==> src/rtl/rlim_mod.sv <==
module rlim_mod (
   input  logic        clock,
   input  logic        reset,
   input  logic        go,
   input  logic [31:0] num,
   input  logic [15:0] den,
   output logic        done,
   output logic [15:0] rem
);
   logic [31:0] num_ff;
   logic [15:0] den_ff;
   logic [15:0] rem_ff;
   logic [4:0]  cnt_ff;
   logic        run_ff;
   logic        done_ff;
   logic [16:0] trial;

   assign trial = {rem_ff, num_ff[31]};

   always_ff @(posedge clock) begin
      if (reset) begin
         run_ff  <= 1'b0;
         done_ff <= 1'b0;
         cnt_ff  <= '0;
      end else begin
         done_ff <= 1'b0;
         if (go) begin
            run_ff <= 1'b1;
            cnt_ff <= '0;
         end else if (run_ff) begin
            cnt_ff <= cnt_ff + 1'b1;
            if (cnt_ff == 5'd31) begin
               run_ff  <= 1'b0;
               done_ff <= 1'b1;
            end
         end
      end
   end

   always_ff @(posedge clock) begin
      if (go) begin
         num_ff <= num;
         den_ff <= den;
         rem_ff <= '0;
      end else if (run_ff) begin
         num_ff <= {num_ff[30:0], 1'b0};
         if (trial >= {1'b0, den_ff}) begin
            rem_ff <= 16'(trial - {1'b0, den_ff});
         end else begin
            rem_ff <= trial[15:0];
         end
      end
   end

   assign done = done_ff;
   assign rem  = rem_ff;

endmodule

==> config.mk <==
export PLATFORM = sky130hd
export DESIGN_NAME = rlim_mod
export DESIGN_NICKNAME = d
export VERILOG_FILES = /design/src/rtl/rlim_mod.sv
export SDC_FILE = /design/constraint.sdc
export NUM_CORES = 1
export LEC_CHECK = 0
export CAP_MARGIN = 20
export CELL_PAD_IN_SITES_DETAIL_PLACEMENT = 0
export CELL_PAD_IN_SITES_GLOBAL_PLACEMENT = 1
export CORE_ASPECT_RATIO = 1.75
export CORE_UTILIZATION = 45
export DETAILED_ROUTE_END_ITERATION = 10
export DONT_BUFFER_PORTS = 1
export PLACE_DENSITY = 0.8
export REMOVE_ABC_BUFFERS = 1
export SETUP_SLACK_MARGIN = 0.05
export SYNTH_ARGS = -nofsm -noshare
export SYNTH_HDL_FRONTEND = slang
export SYNTH_SLANG_ARGS = --single-unit
export TNS_END_PERCENT = 100
==> constraint.sdc <==
create_clock -name clock -period 4.37 [get_ports clock]
set_clock_uncertainty 0.05 [all_clocks]
set_input_delay 0 -clock clock [delete_from_list [all_inputs] [get_ports clock]]
set_output_delay 0 -clock clock [all_outputs]
set_load 0.03 [all_outputs]
==> results.md <==
- CTS tree: built
- CTS H-tree lvls: 3
- Status: finished clean
- CTS Buffer Depth: 2
- PwrDens: 384 nW/um^2
- Final worst-path cycle share: 0.743
- Rows: 44
- Setup TNS Final: 0 ns
- WL/cell: 17.6 um
- Vias in the first global route: 2,970
- Final Power: 0.00184 W
- Setup Fix Bufs, Post-CTS: 0
- IO Pins: 68
- Flops & latches, synth: 71
- Mapped Cells: 341
- Final instance area: 4800 um^2
- Cell Area, Placed: 3950 um^2
- DP Wirelength: 5990 um
- Grt ovf: 0
- # clock sinks: 71
- Routed WL: 9020 um
- Synth top area cells: edfxtp_1, dfxtp_1, mux2_2
- CP max FO: 13
- HP Class: in2reg
- Inserted Clock Buffers: 9
- Final Max Tran Viols: 0
- Cell taking the most area after synthesis: edfxtp_1
- Fin nets: 463
- Clk Latency, worst-skew pair: 0.34 ns
- Effective utilization at floorplan: 0.464
- Worst-path clk slew: 0.06 ns
- Port Buffers: 0
- YS warnings: 0
- Final Non-Filler Cells: 513
- First-pass GRT wire length: 14,400 um
- Async set-reset flop share out of synthesis: 0
- Average cell area after synthesis: 11.3 um^2
- Sequential area share after synthesis: 0.494
- Post-Syn Area: 3850 um^2
- Area grow syn2layout: 24.7%
- Final min period: 3.24 ns
- Root buffer cell: clkbuf_16
- Initial antenna violation count: 0
- Relative slew margins: 0.584
- Crit path launch type: register
- # setup viols final: 0
- Highest Clock Rate: 0.308 GHz
- Largest net degree at the start of global routing: 64
- GR peak layer: met2
- Ys flop type: edfxtp_1
- CP required: 4.60 ns
- Resize count post-CTS: 0
- RSZ-0062 raised after global routing: no
- DP Cell Count: 445
- Number of synthesized flops with an enable pin: 48
- Die width: 72.0 um
- Pre-antenna DRT Iters: 4
- Post-synthesis cell type count: 60
- P_leak: 1.91 nW
- GRT Util Overall: 0.214
- Global Route met2 Usage: 0.389
- Core area: 8310 um^2
- GPL Wtd Cong: 0.873
- WP data arrival: 3.48 ns
- GR Util met3: 0.0631
- Full die area: 8950 um^2
- Antenna Nets Post-Route: 0
- Worst-margin pin slew: 0.622 ns
- Setup crit end kind: register
- Met1 usage: 0.215
- Worst vdd ir: 289 uV
- Via-to-Cell Ratio: 5.62
- Ratio of cells with drive above 1 in the final layout: 0.158
- Initial drt markers: 179
- Drt drc: 0
- Max cap viols: 0
- Antenna diodes: 0
- DR vias: 2,882
- Critical path class: reg2reg
- Final hold viol count: 0
- Die Height: 124 um
- Synth top area share: 0.374
-- cell usage after synthesis (all sizes together) (2+ instances only) --
cell type	n
a2111oi	2
a31o	2
o21ai	13
clkbuf	8
inv	20
a211oi	5
o221ai	3
nor3	5
o211ai	9
a31oi	3
xor2	6
and3	2
nand2	20
nand2b	8
or3	3
nand4	3
mux2i	2
xnor2	6
a211o	2
o31ai	4
mux2	31
ha	18
dfxtp	23
o21a	3
edfxtp	48
a21o	6
buf	5
and2	2
a21oi	18
nand3	10
o211a	3
nor2b	2
nor2	24
nor4b	2
a311oi	6
-- report_power, final --
group	switching, W	internal, W	total (W)
registers	0.0000369	0.000779	0.000816
logic	0.000143	0.000134	0.000277
clock network	0.000282	0.000469	0.000751
-- cell type report --
type	count	area (um^2)
clock inverter	3	20.0
inverter	20	75.1
clock buffer	13	293
sequential	71	1900
timing repair buffer	54	553
multi-input combinational	237	1820
fill	709	3510
tap	115	144
-- stage by stage --
stage,hold slack [ns],worst slack [ns],utilization
after floorplan,0.0189,1.88,-
after global placement,0.0250,1.67,0.476
after detailed placement,0.0323,1.62,0.476
after CTS,0.226,1.17,0.578
after global routing,0.241,0.901,0.578
final,0.237,1.13,0.578
-- logic make-up after synthesis --
group	synth area share
buffers and inverters	0.0347
AND/OR/NAND/NOR	0.110
XOR/XNOR	0.0273
adder cells (fa/ha/maj)	0.0636
multiplexers	0.0958
flip-flops	0.494
AO/OA/AOI/OAI	0.175
-- sequential cells by signal, indices dropped and copies added, names as in the netlist --
| register | count |
|---|---|
| num_ff | 32 |
| den_ff | 16 |
| run_ff | 1 |
| rem | 16 |
| cnt_ff | 5 |
| done | 1 |
-- worst paths after layout --
path / from / to / slack (ns) / cells past startpoint
worst max-delay path: rem[7]$_SDFFE_PP0P_ / rem[0]$_SDFFE_PP0P_ / 1.13 / 8
worst min-delay path: den[8] / den_ff[8]$_DFFE_PP_ / 0.24 / 1
worst max register to register: rem[7]$_SDFFE_PP0P_ / rem[0]$_SDFFE_PP0P_ / 1.13 / 8
worst min register to register: cnt_ff[4]$_SDFFE_PP0P_ / cnt_ff[4]$_SDFFE_PP0P_ / 0.46 / 2
-- routing by layer --
metal / vias up / wire length [um]
li1: 1397 / -
met1: 1361 / 3230
met2: 103 / 4930
met3: 21 / 562
met4: 0 / 297
met5: - / 0
-- worst max-delay path: stages, from the launching register on --
cell and delay (ns):
dfxtp_1 0.56, ha_1 0.38, a211o_1 0.37, a21oi_4 0.18, a21oi_2 0.11, a21oi_2 0.51, nand3_1 0.14, a311oi_1 0.30
dlygate4sd3_1 0.59
-- repair_timing --
item | CTS | global route
hold buffers | 52 | 0
setup endpoints to repair | 0 | 0
endpoints found under the hold margin | 87 | 0
-- layout by cell type, fill, tap and decap left out, types with 3 or more instances in the layout --
cell and instances:
inv_1 20, a211oi_1 5, a31oi_1 3, edfxtp_1 48, a21oi_2 4, nand2_1 19
xor2_1 6, a21o_1 6, nor3_1 5, nor2_1 24, dfxtp_1 23, mux2_2 31
o31ai_1 4, dlygate4sd3_1 51, or3_1 3, a21oi_1 12, a311oi_1 6, o211ai_1 8
nand4_1 3, nand3_1 10, nand2b_1 8, o21ai_0 9, ha_1 18, o21ai_1 4
o221ai_1 3, xnor2_1 6, clkbuf_16 11
(Power assumes the default switching activity.)
