### src/rtl/rlim_mul.sv
module rlim_mul (
   input  logic        clock,
   input  logic        reset,
   input  logic        go,
   input  logic [47:0] a,
   input  logic [31:0] b,
   output logic        done,
   output logic [79:0] prod
);
   logic [47:0] a_ff;
   logic [31:0] b_ff;
   logic [79:0] acc_ff;
   logic [1:0]  cnt_ff;
   logic        run_ff;
   logic        done_ff;
   logic [47:0] part;
   logic [79:0] part_sh;

   always_comb begin
      unique case (cnt_ff)
         2'd0:    part = 48'(a_ff[15:0] * b_ff);
         2'd1:    part = 48'(a_ff[31:16] * b_ff);
         default: part = 48'(a_ff[47:32] * b_ff);
      endcase
      unique case (cnt_ff)
         2'd0:    part_sh = {32'd0, part};
         2'd1:    part_sh = {16'd0, part, 16'd0};
         default: part_sh = {part, 32'd0};
      endcase
   end

   always_ff @(posedge clock) begin
      if (reset) begin
         run_ff  <= 1'b0;
         done_ff <= 1'b0;
         cnt_ff  <= '0;
      end else begin
         done_ff <= 1'b0;
         if (go) begin
            run_ff <= 1'b1;
            cnt_ff <= '0;
         end else if (run_ff) begin
            cnt_ff <= cnt_ff + 1'b1;
            if (cnt_ff == 2'd2) begin
               run_ff  <= 1'b0;
               done_ff <= 1'b1;
            end
         end
      end
   end

   always_ff @(posedge clock) begin
      if (go) begin
         a_ff   <= a;
         b_ff   <= b;
         acc_ff <= '0;
      end else if (run_ff) begin
         acc_ff <= acc_ff + part_sh;
      end
   end

   assign done = done_ff;
   assign prod = acc_ff;

endmodule

### config.mk
export PLATFORM = sky130hd
export DESIGN_NAME = rlim_mul
export DESIGN_NICKNAME = d
export VERILOG_FILES = /design/src/rtl/rlim_mul.sv
export SDC_FILE = /design/constraint.sdc
export NUM_CORES = 2
export LEC_CHECK = 0
export BUFFER_PORTS_ARGS = -buffer_cell sky130_fd_sc_hd__buf_2
export CAP_MARGIN = 20
export CORE_MARGIN = 2
export CORE_UTILIZATION = 50
export CTS_CLUSTER_SIZE = 40
export DETAILED_ROUTE_END_ITERATION = 8
export PLACE_DENSITY = 0.69
export SLEW_MARGIN = 10
export SYNTH_ARGS = -nofsm -noshare
export SYNTH_HDL_FRONTEND = slang
export SYNTH_SLANG_ARGS = --single-unit
### constraint.sdc
create_clock -name clock -period 8.79 [get_ports clock]
set_input_delay 1.758 -clock clock [delete_from_list [all_inputs] [get_ports clock]]
set_output_delay 1.758 -clock clock [all_outputs]
set_load 0.05 [all_outputs]
==> qor.yml <==
area_growth_syn_to_layout_pct: 23.00
violations: "setup timing"
initial_utilization_pct: 50.42
start_kind: "flip-flop"
drt-wirelength-per-cell_um: 20.18
grt_max_degree: 106
setup_viol: 45
port_buffers: 163
worstMarginPinSlew_ns: 0.9404
ctsRootBufferMaster: "clkbuf_16"
hold_path_depth: 2
fp.coreArea_um2: 118100
synth_xor_area_share_pct: 3.001
synthAdderAreaFrac_pct: 51.49
die_w_um: 349.1
max_stage_delay_ns: 0.54
nets: 9606
row_count: 126
reg2reg_slack_ns: -1.09
totalWireLength_mm: 189.2
ant_nets: 0
min_path_type: "reg2reg"
htreeDepth: 4
r2r_cells: 41
setup_ws_ns: -1.092
yosysTopAreaCell: "fa_1"
route.detailed.drc: 0
synth_fp_nets: 8721
cpMaxStageDelayCell: "fa_2"
vias_per_cell: 5.483
reg2reg_to: "prod[79]"
finClkSkew_ns: 0.05082
dr.pass1.iters: 5
fillerInstances: 9912
drv_slew: 0
crit_type: "reg2reg"
drt_iter0_drc: 3923
yosys-mux-area-fraction_pct: 0.9604
dp_hpwl_mm: 155.9
timing.final.crit_share_pct: 112.4
fp.dieArea_um2: 121900
synthFlopType: "dfxtp_1"
synth-compound-area-share_pct: 8.990
synth.cell_area_um2: 59540
rsz0062_at_grt: "true"
crit_path_end_kind: "flip-flop"
seq_area_frac_synth_pct: 6.859
grt_pass1_vias: 54242
crit_family: "adder cells"
dr_total_vias: 51406
synth_edf_count: 80
synth_cell_types: 82
synth_top_cell_area_share_pct: 42.20
syn_inst: 6941
synth_async_sr_flop_share_pct: 0
grt_pass1_wl_mm: 303.1
clk_latency_ns: 0.61
status: "finished, violations left"
hold_path_end: "prod[49]"
timing.fmax_ghz: 0.1012
synth_seq_cells: 164
num_io_pins: 164
cp_data_required_time_ns: 9.26
utilization_pct: 62.02
fp.dieH_um: 349.1
grt.total_usage_pct: 32.17
clk_transition_reported_paths_ns: 0.08
crit_fanout: 4
cts_buffer_depth: 2
r2r-start: "a_ff[20]"
hp-start: "prod[49]"
yosys-top-cells-area: "fa_1 42%, ha_1 9.3%, inv_1 8.8%, nand2_1 7.2%, and2_1 6.1%"
synth_top_family_by_area: "adder cells"
relSlewSlack_pct: 37.31
clock-sinks: 164
synth.avg_cell_area_um2: 8.578
maxCapViolCount: 0
synth_warnings: 0
antenna_found_initial: 6
synthSimpleGateAreaFrac_pct: 17.35
drive_gt1_share_pct: 21.55
crit_buf_inv: 9
numCtsBuffers: 17
fin_crit_ns: 9.882
gp_congestion: 0.9822
hold_viol_final: 0
grt_overflow: 0
arrival_ns: 10.35
cts_tree: "done"
cell usage in the layout (no fill, tap or decap), types with 15 or more instances in the layout:
master	netlist	routed
o21a_1	31	28
nand4_1	55	55
edfxtp_1	80	80
o21ai_1	20	47
o21bai_1	46	39
buf_4	0	972
a21oi_2	0	43
xor2_1	75	66
and2_1	583	570
nand2b_1	21	21
o21ai_0	129	68
nand2_2	0	16
ha_1	442	396
a31oi_1	28	18
buf_6	0	46
a21o_1	146	146
nand3_1	45	40
nor3_1	43	30
a21oi_1	251	195
nor2b_1	29	28
fa_1	1255	1234
nor2_1	207	192
dfxtp_1	84	83
inv_1	1396	1382
mux2i_1	56	56
o21ai_2	0	26
buf_12	0	79
nand2_1	1144	1122
xnor2_2	0	15
and3_1	25	17
xnor2_1	129	114
fa_2	0	21
buf_2	10	162
clkbuf_16	0	19
ha_4	0	38
metrics by stage:
step                      setup slack [ns]  setup TNS, ns  cell area, um2  std cells  hold slack [ns]
after floorplan                    0.01654              0           60080       6941           0.5089
after global placement              -1.111         -32.08           69630       9258           0.4787
after detailed placement            -1.155         -34.53           69630       9258           0.4849
after CTS                          -0.8652         -16.28           71800       9339           0.4983
after global routing                -1.286         -34.25           73230       9376           0.5192
final                               -1.092         -20.99           73230       9376           0.4860
metal layers:
metal  wire length [um]  GRT usage, %  up-vias
li1                   -             -    22888
met1              77240         43.47    25967
met2              86930         50.78     2181
met3              16890         7.020      364
met4               8139         12.10        6
met5                 36             0        -
Yosys cell counts (6+ instances only):
master,instances
a211o_1,7
a211oi_1,18
a21boi_0,12
a21o_1,146
a21oi_1,251
a221o_1,11
a221oi_1,12
a22o_1,7
a22oi_1,11
a31oi_1,28
and2_1,583
and3_1,25
and4_1,7
buf_1,11
buf_2,10
clkbuf_1,377
dfxtp_1,84
edfxtp_1,80
fa_1,1255
ha_1,442
inv_1,1396
mux2i_1,56
nand2_1,1144
nand2b_1,21
nand3_1,45
nand4_1,55
nor2_1,207
nor2b_1,29
nor3_1,43
o211ai_1,12
o21a_1,31
o21ai_0,129
o21ai_1,20
o21bai_1,46
o221ai_1,6
o22ai_1,12
o31a_1,7
o31ai_1,12
or3_1,8
xnor2_1,129
xor2_1,75
kinds of logic after synthesis:
family	Yosys count
AOI/OAI and AO/OA	829
xor gates and xnor gates	204
adders and majority gates	1697
buffers and inverters	1796
DFF	164
muxes	57
and+or+nand+nor	2194
area by class of cell:
cell class	instances	area (um2)	area share, %
Clock buffer	19	464.2	0.6339
Sequential cell	164	4088	5.582
Inverter	1396	5240	7.156
Timing Repair Buffer	1266	10370	14.16
Multi-Input combinational cell	4981	51000	69.64
Antenna cell	1	2.502	0.003417
Clock inverter	13	145.1	0.1982
Tap cell	1536	1922	2.624
worst min-delay path, cell delays in order, from the launching register on:
cell and delay [ns]:
dfxtp_1 0.33, nand2_1 0.06, o21ai_1 0.05
worst max-delay path by stage:
stage | start | endpoint | depth (start not counted)
floorplan | a_ff[20] | prod[79] | 37
global placement | a_ff[20] | prod[79] | 41
detailed placement | a_ff[20] | prod[79] | 41
CTS | a_ff[20] | prod[79] | 40
global route | a_ff[20] | prod[79] | 41
finish | a_ff[20] | prod[79] | 41
timing repair:
| action | in CTS | in global routing |
|---|---|---|
| endpoints found under the setup margin | 54 | 57 |
| hold buffers | 0 | 0 |
| pin swaps | 56 | 122 |
| gates cloned | 4 | 1 |
| buffers inserted | 47 | 45 |
| resized for setup | 247 | 273 |
| hold endpoints to repair | 0 | 0 |
flip-flops by register name (all words and copies together), names as in the netlist:
name,count
a_ff,48
b_ff,32
cnt_ff,2
done,1
prod,80
run_ff,1
Power is not shown: default switching activity piles up to over one toggle a cycle in this logic, so the estimate is an artifact.
